--- config.mk ---
export PLATFORM = sky130hd
export DESIGN_NAME = contiguous_segment_allocator_top
export DESIGN_NICKNAME = d
export VERILOG_FILES = /design/src/rtl/csa_pkg.sv /design/src/rtl/contiguous_segment_allocator_top.sv
export VERILOG_INCLUDE_DIRS = /design/src /design/src/rtl
export SDC_FILE = /design/constraint.sdc
export NUM_CORES = 2
export LEC_CHECK = 0
export BUFFER_PORTS_ARGS = -buffer_cell sky130_fd_sc_hd__buf_2
export CORE_UTILIZATION = 63
export CTS_CLUSTER_SIZE = 25
export DETAILED_ROUTE_END_ITERATION = 7
export PLACE_DENSITY = 0.82
export RECOVER_POWER = 25
export SYNTH_ARGS = -nofsm -noshare
export SYNTH_HDL_FRONTEND = slang
export SYNTH_SLANG_ARGS = --single-unit
--- constraint.sdc ---
create_clock -name i_clk -period 14.3 [get_ports i_clk]
set_input_delay 2.145 -clock i_clk [delete_from_list [all_inputs] [get_ports i_clk]]
set_output_delay 2.145 -clock i_clk [all_outputs]
set_load 0.01 [all_outputs]
--- src/rtl/contiguous_segment_allocator_top_macros.svh ---
// Assertion macros shared by the segment allocator RTL.
`ifndef CONTIGUOUS_SEGMENT_ALLOCATOR_TOP_MACROS_SVH
`define CONTIGUOUS_SEGMENT_ALLOCATOR_TOP_MACROS_SVH

// Check a condition at every clock edge outside reset.
`define CSA_ASSERT_ALWAYS(lbl, expr, msg) \
    lbl: assert property (@(posedge i_clk) disable iff (!i_rst_n) (expr)) else $error(msg);

// Check that a trigger implies a consequence in the same cycle.
`define CSA_ASSERT_IMPL(lbl, trig, cons, msg) \
    lbl: assert property (@(posedge i_clk) disable iff (!i_rst_n) (trig) |-> (cons)) \
        else $error(msg);

`endif

--- src/rtl/csa_pkg.sv ---
// Types and constants of the contiguous segment allocator.
package csa_pkg;

    localparam int unsigned MAX_SEGMENTS_DEF = 32;
    localparam logic [31:0] TOTAL_SIZE_RST = 32'd1048576;

    localparam logic [1:0] OP_REQUEST = 2'd0;
    localparam logic [1:0] OP_RELEASE = 2'd1;
    localparam logic [1:0] OP_COMPACT = 2'd2;
    localparam logic [1:0] OP_STATUS  = 2'd3;

    localparam logic [1:0] FIT_FIRST = 2'd0;
    localparam logic [1:0] FIT_BEST  = 2'd1;
    localparam logic [1:0] FIT_WORST = 2'd2;

    localparam logic [1:0] ST_OK       = 2'd0;
    localparam logic [1:0] ST_NO_HOLE  = 2'd1;
    localparam logic [1:0] ST_NO_OWNER = 2'd2;
    localparam logic [1:0] ST_FULL     = 2'd3;

    typedef struct packed {
        logic [31:0] start;
        logic [31:0] len;
        logic        used;
        logic [15:0] owner;
    } t_seg;

    typedef struct packed {
        logic [1:0]  status;
        logic [31:0] base;
        logic [31:0] size;
        logic        in_use;
        logic [15:0] owner;
        logic        last;
    } t_res;

    function automatic t_res mk_res(logic [1:0] st, logic [31:0] base, logic [31:0] size,
                                    logic in_use, logic [15:0] owner, logic last);
        t_res r;
        r.status = st;
        r.base   = base;
        r.size   = size;
        r.in_use = in_use;
        r.owner  = owner;
        r.last   = last;
        return r;
    endfunction

endpackage

--- src/rtl/contiguous_segment_allocator_top.sv ---
// Contiguous segment allocator: segment table in one synchronous memory.
//
//  channel   direction  handshake                 payload
//  command   in         start & !busy             i_opcode i_owner_id i_request_size i_fit_mode
//  result    out        o_result_strobe (1 cyc)   o_status_code o_seg_* o_last_result
//  config    in         i_cfg_valid & o_cfg_ready i_cfg_total_size
//
// Every command walks the table once through the memory read port, one
// entry per cycle. A request that splits a hole then moves the entries
// above the pick up by one and writes the split-off hole and the picked
// entry; an exact fit writes only the picked entry. A zero-size request answers at once.
// Status gives one result beat per entry during the walk.
// Reset (synchronous, active low) leaves one free segment [0, total_size);
// entry 0 reads from a fresh flag until first written, so no clearing pass.
// The receiver cannot stall; busy holds off new commands while one runs, and
// config is ready only while idle with start low, so a command wins a tie.
module contiguous_segment_allocator_top #(
    parameter int unsigned MAX_SEGMENTS = csa_pkg::MAX_SEGMENTS_DEF
) (
    input  logic        i_clk,
    input  logic        i_rst_n,
    input  logic        start,
    output logic        busy,
    input  logic [1:0]  i_opcode,
    input  logic [15:0] i_owner_id,
    input  logic [31:0] i_request_size,
    input  logic [1:0]  i_fit_mode,
    output logic        o_result_strobe,
    output logic [1:0]  o_status_code,
    output logic [31:0] o_seg_base,
    output logic [31:0] o_seg_size,
    output logic        o_seg_in_use,
    output logic [15:0] o_seg_owner,
    output logic        o_last_result,
    input  logic        i_cfg_valid,
    output logic        o_cfg_ready,
    input  logic [31:0] i_cfg_total_size
);

`include "contiguous_segment_allocator_top_macros.svh"

    localparam int IW = $clog2(MAX_SEGMENTS);
    localparam int CW = $clog2(MAX_SEGMENTS + 1);

    typedef enum logic [2:0] {S_IDLE, S_SCAN, S_SHF, S_SPL, S_WPK} t_state;

    // segment table
    csa_pkg::t_seg mem [MAX_SEGMENTS];
    csa_pkg::t_seg r_rdata;

    t_state        r_state, n_state;
    logic [31:0]   r_total, n_total;
    logic [CW-1:0] r_count, n_count;
    logic          r_fresh, n_fresh;
    logic [1:0]    r_op, n_op;
    logic [15:0]   r_owner, n_owner;
    logic [31:0]   r_size, n_size;
    logic [1:0]    r_mode, n_mode;
    logic [CW-1:0] r_rd, n_rd;
    logic          r_dv, n_dv;
    logic [IW-1:0] r_di, n_di;
    logic          r_rd0, n_rd0;
    logic          r_found, n_found;
    logic [IW-1:0] r_pick, n_pick;
    csa_pkg::t_seg r_pe, n_pe;
    logic [CW-1:0] r_n, n_n;
    logic [31:0]   r_addr, n_addr;
    logic [IW-1:0] r_src, n_src;
    logic          r_sv, n_sv;
    logic [IW-1:0] r_si, n_si;
    logic          r_strobe, n_strobe;
    csa_pkg::t_res r_res, n_res;

    logic          rd_en;
    logic [IW-1:0] raddr;
    logic          we;
    logic [IW-1:0] waddr;
    csa_pkg::t_seg wdata;
    csa_pkg::t_seg e;
    logic          fit;
    logic          cfg_fire;

    assign busy        = (r_state != S_IDLE);
    assign o_cfg_ready = (r_state == S_IDLE) && !start;
    assign cfg_fire    = i_cfg_valid && o_cfg_ready;

    // entry 0 holds the reset segment until it is first written
    always_comb begin
        if (r_rd0 && r_fresh) begin
            e = '{start: 32'd0, len: r_total, used: 1'b0, owner: 16'd0};
        end else begin
            e = r_rdata;
        end
    end

    assign fit = !e.used && (e.len >= r_size);

    always_comb begin
        n_state  = r_state;
        n_total  = r_total;
        n_count  = r_count;
        n_fresh  = r_fresh;
        n_op     = r_op;
        n_owner  = r_owner;
        n_size   = r_size;
        n_mode   = r_mode;
        n_rd     = r_rd;
        n_dv     = 1'b0;
        n_di     = r_di;
        n_rd0    = 1'b0;
        n_found  = r_found;
        n_pick   = r_pick;
        n_pe     = r_pe;
        n_n      = r_n;
        n_addr   = r_addr;
        n_src    = r_src;
        n_sv     = 1'b0;
        n_si     = r_si;
        n_strobe = 1'b0;
        n_res    = r_res;
        rd_en    = 1'b0;
        raddr    = r_rd[IW-1:0];
        we       = 1'b0;
        waddr    = '0;
        wdata    = e;

        case (r_state)
            S_IDLE: begin
                if (cfg_fire) begin
                    n_total = i_cfg_total_size;
                    n_count = CW'(1);
                    n_fresh = 1'b1;
                end else if (start) begin
                    n_op    = i_opcode;
                    n_owner = i_owner_id;
                    n_size  = i_request_size;
                    n_mode  = i_fit_mode;
                    n_rd    = '0;
                    n_found = 1'b0;
                    n_n     = '0;
                    n_addr  = '0;
                    if (i_opcode == csa_pkg::OP_REQUEST && i_request_size == 32'd0) begin
                        n_strobe = 1'b1;
                        n_res = csa_pkg::mk_res(csa_pkg::ST_FULL, 32'd0, 32'd0, 1'b0,
                                                16'd0, 1'b1);
                    end else begin
                        n_state = S_SCAN;
                    end
                end
            end

            S_SCAN: begin
                // issue the next read while the previous beat is evaluated
                if (r_rd < r_count) begin
                    rd_en = 1'b1;
                    n_rd  = r_rd + 1'b1;
                    n_dv  = 1'b1;
                    n_di  = r_rd[IW-1:0];
                    n_rd0 = (r_rd == '0);
                end
                if (r_dv) begin
                    case (r_op)
                        csa_pkg::OP_REQUEST: begin
                            if (fit && (!r_found
                                    || (r_mode == csa_pkg::FIT_BEST && e.len < r_pe.len)
                                    || (r_mode == csa_pkg::FIT_WORST && e.len > r_pe.len)))
                            begin
                                n_found = 1'b1;
                                n_pick  = r_di;
                                n_pe    = e;
                            end
                        end
                        csa_pkg::OP_RELEASE: begin
                            if (!r_found && e.used && e.owner == r_owner) begin
                                n_found = 1'b1;
                                n_pick  = r_di;
                                n_pe    = e;
                            end
                        end
                        csa_pkg::OP_COMPACT: begin
                            // pack used entries downward; write index never passes reads
                            if (e.used) begin
                                we     = 1'b1;
                                waddr  = r_n[IW-1:0];
                                wdata  = '{start: r_addr, len: e.len, used: 1'b1,
                                           owner: e.owner};
                                n_addr = r_addr + e.len;
                                n_n    = r_n + 1'b1;
                            end
                        end
                        default: begin
                            n_strobe = 1'b1;
                            n_res = csa_pkg::mk_res(csa_pkg::ST_OK, e.start, e.len, e.used,
                                                    e.used ? e.owner : 16'd0,
                                                    CW'(r_di) == r_count - 1'b1);
                        end
                    endcase
                end else if (r_rd >= r_count) begin
                    // walk finished
                    n_state = S_IDLE;
                    case (r_op)
                        csa_pkg::OP_REQUEST: begin
                            if (!r_found) begin
                                n_strobe = 1'b1;
                                n_res = csa_pkg::mk_res(csa_pkg::ST_NO_HOLE, 32'd0, 32'd0,
                                                        1'b0, 16'd0, 1'b1);
                            end else if (r_pe.len == r_size) begin
                                n_state = S_WPK;
                            end else if (r_count >= CW'(MAX_SEGMENTS)) begin
                                n_strobe = 1'b1;
                                n_res = csa_pkg::mk_res(csa_pkg::ST_FULL, 32'd0, 32'd0,
                                                        1'b0, 16'd0, 1'b1);
                            end else begin
                                n_state = S_SHF;
                                n_src   = IW'(r_count - 1'b1);
                            end
                        end
                        csa_pkg::OP_RELEASE: begin
                            n_strobe = 1'b1;
                            if (r_found) begin
                                we    = 1'b1;
                                waddr = r_pick;
                                wdata = '{start: r_pe.start, len: r_pe.len, used: 1'b0,
                                          owner: r_pe.owner};
                                n_res = csa_pkg::mk_res(csa_pkg::ST_OK, r_pe.start,
                                                        r_pe.len, 1'b0, r_owner, 1'b1);
                            end else begin
                                n_res = csa_pkg::mk_res(csa_pkg::ST_NO_OWNER, 32'd0,
                                                        32'd0, 1'b0, 16'd0, 1'b1);
                            end
                        end
                        csa_pkg::OP_COMPACT: begin
                            n_strobe = 1'b1;
                            if (r_n == '0 || r_addr < r_total) begin
                                we      = 1'b1;
                                waddr   = r_n[IW-1:0];
                                wdata   = '{start: r_addr, len: r_total - r_addr,
                                            used: 1'b0, owner: 16'd0};
                                n_count = r_n + 1'b1;
                                n_res   = csa_pkg::mk_res(csa_pkg::ST_OK, r_addr,
                                                          r_total - r_addr, 1'b0, 16'd0,
                                                          1'b1);
                            end else begin
                                n_count = r_n;
                                n_res   = csa_pkg::mk_res(csa_pkg::ST_OK, r_addr, 32'd0,
                                                          1'b0, 16'd0, 1'b1);
                            end
                        end
                        default: begin
                        end
                    endcase
                end
            end

            S_SHF: begin
                // move entries above the pick up by one, top first
                if (r_sv) begin
                    we    = 1'b1;
                    waddr = r_si + 1'b1;
                    wdata = e;
                end
                if (r_src > r_pick) begin
                    rd_en = 1'b1;
                    raddr = r_src;
                    n_sv  = 1'b1;
                    n_si  = r_src;
                    n_src = r_src - 1'b1;
                end else if (!r_sv) begin
                    n_state = S_SPL;
                end
            end

            S_SPL: begin
                we      = 1'b1;
                waddr   = r_pick + 1'b1;
                wdata   = '{start: r_pe.start + r_size, len: r_pe.len - r_size,
                            used: 1'b0, owner: 16'd0};
                n_state = S_WPK;
            end

            S_WPK: begin
                we       = 1'b1;
                waddr    = r_pick;
                wdata    = '{start: r_pe.start, len: r_size, used: 1'b1, owner: r_owner};
                n_strobe = 1'b1;
                n_res    = csa_pkg::mk_res(csa_pkg::ST_OK, r_pe.start, r_size, 1'b1,
                                           r_owner, 1'b1);
                if (r_pe.len != r_size) begin
                    n_count = r_count + 1'b1;
                end
                n_state = S_IDLE;
            end

            default: begin
                n_state = S_IDLE;
            end
        endcase

        if (we && waddr == '0) begin
            n_fresh = 1'b0;
        end
    end

    // memory ports
    always_ff @(posedge i_clk) begin
        if (rd_en) begin
            r_rdata <= mem[raddr];
        end
    end

    always_ff @(posedge i_clk) begin
        if (we) begin
            mem[waddr] <= wdata;
        end
    end

    always_ff @(posedge i_clk) begin
        if (!i_rst_n) begin
            r_state  <= S_IDLE;
            r_total  <= csa_pkg::TOTAL_SIZE_RST;
            r_count  <= CW'(1);
            r_fresh  <= 1'b1;
            r_dv     <= 1'b0;
            r_rd0    <= 1'b0;
            r_sv     <= 1'b0;
            r_strobe <= 1'b0;
        end else begin
            r_state  <= n_state;
            r_total  <= n_total;
            r_count  <= n_count;
            r_fresh  <= n_fresh;
            r_dv     <= n_dv;
            r_rd0    <= n_rd0;
            r_sv     <= n_sv;
            r_strobe <= n_strobe;
        end
        r_op    <= n_op;
        r_owner <= n_owner;
        r_size  <= n_size;
        r_mode  <= n_mode;
        r_rd    <= n_rd;
        r_di    <= n_di;
        r_found <= n_found;
        r_pick  <= n_pick;
        r_pe    <= n_pe;
        r_n     <= n_n;
        r_addr  <= n_addr;
        r_src   <= n_src;
        r_si    <= n_si;
        r_res   <= n_res;
    end

    assign o_result_strobe = r_strobe;
    assign o_status_code   = r_res.status;
    assign o_seg_base      = r_res.base;
    assign o_seg_size      = r_res.size;
    assign o_seg_in_use    = r_res.in_use;
    assign o_seg_owner     = r_res.owner;
    assign o_last_result   = r_res.last;

    `CSA_ASSERT_ALWAYS(a_count_range, r_count != '0 && r_count <= CW'(MAX_SEGMENTS), "segment count out of range")
    `CSA_ASSERT_IMPL(a_err_is_last, r_strobe && r_res.status != csa_pkg::ST_OK, r_res.last, "failed result not last")
    `CSA_ASSERT_IMPL(a_split_room, r_state == S_SPL, r_count < CW'(MAX_SEGMENTS), "split with full table")
    `CSA_ASSERT_IMPL(a_shift_above, r_state == S_SHF && r_sv, r_si > r_pick, "shift below picked entry")

endmodule
==> impl_metrics.csv <==
group,metric,value,unit
synth,syn-cell-area,129000,µm²
global_routing,grt_pass1_wl,625000,µm
synth,synth_area_leaders,"edfxtp_1 (69%), nand2_1 (4.9%), mux2i_1 (4.7%)",
setup_path,crit_fanout,33,
synth,synth.net_count,10065,
routing,final_antenna_net_count,0,
setup_path,cp-start-kind,"flip-flop",
sta,worstMarginPinSlew,5.25,ns
placement,dpl.hpwl,275000,µm
setup_path,crit_arrival,11.10,ns
sta,fin_worst_skew,0.105,ns
setup_path,r2r_end,"r_rdata[64]",
placement,preCtsSetupSlack,7.14,ns
sta,rsz0062_at_grt,"false",
status,violations,"DRC, capacitance limit, slew limit",
synth,syn_inst,9759,
setup_path,required,14.80,ns
min_path,hold_end,"r_pick[0]",
setup_path,crit_type,"reg2reg",
job,max_cap_violations,46,
power,pwr-share-clk,33.3,%
cells_and_area,syn_to_final_growth,10.7,%
power,powerDensity,162,nW/µm²
routing,vias,91542,
setup_path,r2r_start,"r_state[1]",
sta,fin_crit_sh,74.1,%
routing,post_drt_wl_per_cell,35.1,µm
min_path,hp-class,"reg2reg",
sta,hold_slack,0.475,ns
floorplanning,die_area,207000,µm²
synth,yosys.area.top_type,"edfxtp_1",
synth,synthFlopType,"edfxtp_1",
synth,synth_warnings,0,
min_path,worstHoldStart,"r_di[0]",
setup_path,max_stage_delay,2.87,ns
synth,ys_seq_area_share,69.5,%
clock_network,cts_sinks,3000,
power,switching_share,30.9,%
routing,first_pass_iters,8,
cells_and_area,area.sequential,89600,µm²
floorplanning,core_area,203000,µm²
synth,synth_edf_count,2954,
setup_path,critPathBufInv,4,
routing,drtIter0Drc,16816,
setup_path,crit_top_cell,"clkbuf_1",
sta,post-route-min-period,10.60,ns
sta,fin_ws,3.70,ns
floorplanning,die_w,455,µm
clock_network,insertion_delay,1.02,ns
setup_path,crit_chain,"clkbuf_1 -> nand2b_1 -> inv_1 -> o21ai_0 -> or3_1 -> nand2_1 -> clkbuf_1 -> clkbuf_1",
placement,postPlaceCellArea,134000,µm²
setup_path,path_depth,8,
synth,syn_avg_cell_area,13.2,µm²
placement,gp_congestion,1.05,
sta,slew_headroom,-254,%
cells_and_area,finalInstanceArea,143000,µm²
routing,drcViolationCount,13,
floorplanning,rows,165,
clock_network,cts_root_buf,"clkbuf_16",
clock_network,cts_buffers,311,
cells_and_area,nets,10201,
synth,synth_top_area_share,68.7,%
synth,ys_async_sr_fraction,0,%
sta,setup_viol,0,
cells_and_area,n_fill_cell,12722,
global_routing,track_usage,43.1,%
sta,timing.fmax,94.4,MHz
clock_network,path_clk_slew,0.06,ns
cells_and_area,drive_gt1_share,8.06,%
clock_network,clockBufferDepth,4,
synth,ys_seq_elements,3000,
global_routing,antenna_found_initial,41,
setup_path,critPathSlowestCell,"clkbuf_1",
setup_path,cp-end-kind,"flip-flop",
synth,yosys.cell_types.count,85,
global_routing,grt_max_degree,179,
power,p_int,16.0,mW
clock_network,cts_setup_buffers,0,
power,power.leakage,49.9,nW
clock_network,cts_resized,0,
sta,finalMaxSlewViolations,1354,
placement,port_buffers,174,
global_routing,grt_overflow,0,
power,netSwitchingPower,7.17,mW
clock_network,h-tree-depth,5,
min_path,whs_path_depth,0,
setup_path,r2r_slack,3.70,ns
status,outcome,"finished with violations",
global_routing,grt_pass1_vias,87252,
clock_network,cts_tree,"done",
floorplanning,io_pins,175,
routing,wl,449000,µm
sta,tns,0,ns
setup_path,rr_worst_depth,8,
routing,via_per_inst,7.15,
power,power_frac_comb,20.9,%
setup_path,cp_top_family,"buffers and inverters",
cells_and_area,multi_input_area,37100,µm²
sta,final_hold_viol_count,0,
floorplanning,start_util,63.6,%
floorplanning,fp.dieH,455,µm
power,seqPwrFrac,45.8,%
clock_network,cts_hold_buf,0,
power,max-vdd-ir-drop,0.000155,V
==> metrics by stage <==
stage | util, % | instances | total power, mW
floorplan | - | 9759 | 13.4
global placement | 66.0 | 12253 | 15.2
detailed placement | 66.0 | 12253 | 15.4
CTS | 70.6 | 12779 | 22.9
global route | 70.4 | 12792 | 23.6
finish | 70.4 | 12812 | 23.2
==> worst reg2reg max path, delay by kind of cell, from the launching register on <==
family	cells	cell delay, ns
AO/OA/AOI/OAI	1	0.16
AND/OR/NAND/NOR	3	3.07
flip-flops	1	0.31
buffers and inverters	4	6.58
==> state kept, by name, summed over array words and instances, names as in the netlist, 3 cells and up <==
signal and cells:
mem 2592, r_size 32, o_seg_base 32, r_addr 32
r_pick 5, r_owner 16, r_pe 80, r_state 3
r_rd 6, o_seg_size 32, r_di 5, r_n 6
r_src 5, r_total 32, o_seg_owner 16, r_si 5
r_count 6, r_rdata 81
==> Yosys cell counts (64+ instances only) <==
| cell type | instances |
|---|---|
| xnor2_1 | 78 |
| ha_1 | 214 |
| o22ai_1 | 220 |
| o21ai_0 | 415 |
| buf_1 | 64 |
| inv_1 | 204 |
| a21o_1 | 72 |
| nand3_1 | 118 |
| nand2_1 | 1700 |
| mux2i_1 | 610 |
| nor2_1 | 275 |
| edfxtp_1 | 2954 |
| a21oi_1 | 894 |
| a22oi_1 | 123 |
| clkbuf_1 | 391 |
| buf_2 | 140 |
| nor4_1 | 305 |
==> worst max path at each step <==
stage               start          end
2_1_floorplan     r_fresh      r_pe[0]
3_3_place_gp    r_addr[7]  mem[19][34]
3_5_place_dp    r_addr[7]  mem[19][45]
4_1_cts         r_addr[7]  mem[19][31]
5_1_grt           r_rd[0]  mem[16][31]
6_report       r_state[1]  r_rdata[64]
==> cells in the final DEF (no fill, tap or decap), types with 30 or more instances in the layout <==
| cell | synthesis | final |
|---|---|---|
| nor4_1 | 305 | 299 |
| a22oi_1 | 123 | 123 |
| a211oi_1 | 47 | 47 |
| nor2_4 | 0 | 30 |
| nor2_1 | 275 | 244 |
| inv_1 | 204 | 205 |
| diode_2 | 0 | 32 |
| and3_1 | 35 | 34 |
| o22ai_1 | 220 | 210 |
| o21ai_0 | 415 | 409 |
| nand2_1 | 1700 | 1697 |
| a21boi_0 | 40 | 37 |
| buf_4 | 6 | 186 |
| nor3_1 | 52 | 52 |
| xor2_1 | 51 | 51 |
| xnor2_1 | 78 | 78 |
| nand3_1 | 118 | 118 |
| nand2b_1 | 34 | 33 |
| buf_2 | 140 | 53 |
| dfxtp_1 | 46 | 46 |
| clkbuf_16 | 0 | 316 |
| a21o_1 | 72 | 72 |
| clkbuf_1 | 391 | 232 |
| a31oi_1 | 55 | 51 |
| edfxtp_1 | 2954 | 2954 |
| clkinv_1 | 0 | 56 |
| mux2i_1 | 610 | 610 |
| nand4_1 | 60 | 60 |
| clkinv_2 | 0 | 52 |
| ha_1 | 214 | 213 |
| a21oi_1 | 894 | 882 |
==> power groups by stage <==
stage / Clock [mW] / Combinational, mW / Sequential [mW]
finish: 7.72 / 4.85 / 10.6
global route: 8.03 / 4.96 / 10.6
CTS: 7.70 / 4.64 / 10.6
detailed placement: 0 / 4.60 / 10.8
global placement: 0 / 4.47 / 10.8
floorplan: 0 / 2.68 / 10.7
==> logic make-up after synthesis <==
logic type / count (synthesis) / synth area share (%)
flops: 3000 / 69.5
simple gates: 2725 / 9.30
compound gates: 2236 / 10.6
buf+inv: 806 / 2.50
mux: 645 / 5.17
fa+ha+maj: 218 / 2.14
xor+xnor: 129 / 0.876
==> final cells by class <==
type	count	share of cell area [%]
Antenna cell	32	0.0560
Clock inverter	148	0.871
Multi-Input combinational cell	5953	26.0
Sequential cell	3000	62.7
Inverter	205	0.539
Clock buffer	378	5.71
Tap cell	2672	2.34
Timing Repair Buffer	424	1.80
==> routing by layer <==
| metal | routed length (µm) | GRT usage (%) |
|---|---|---|
| met5 | 231 | 0 |
| met4 | 41900 | 33.5 |
| met3 | 70500 | 13.9 |
| met2 | 191000 | 61.3 |
| met1 | 146000 | 54.8 |
Power figures use the tool's default switching activity.
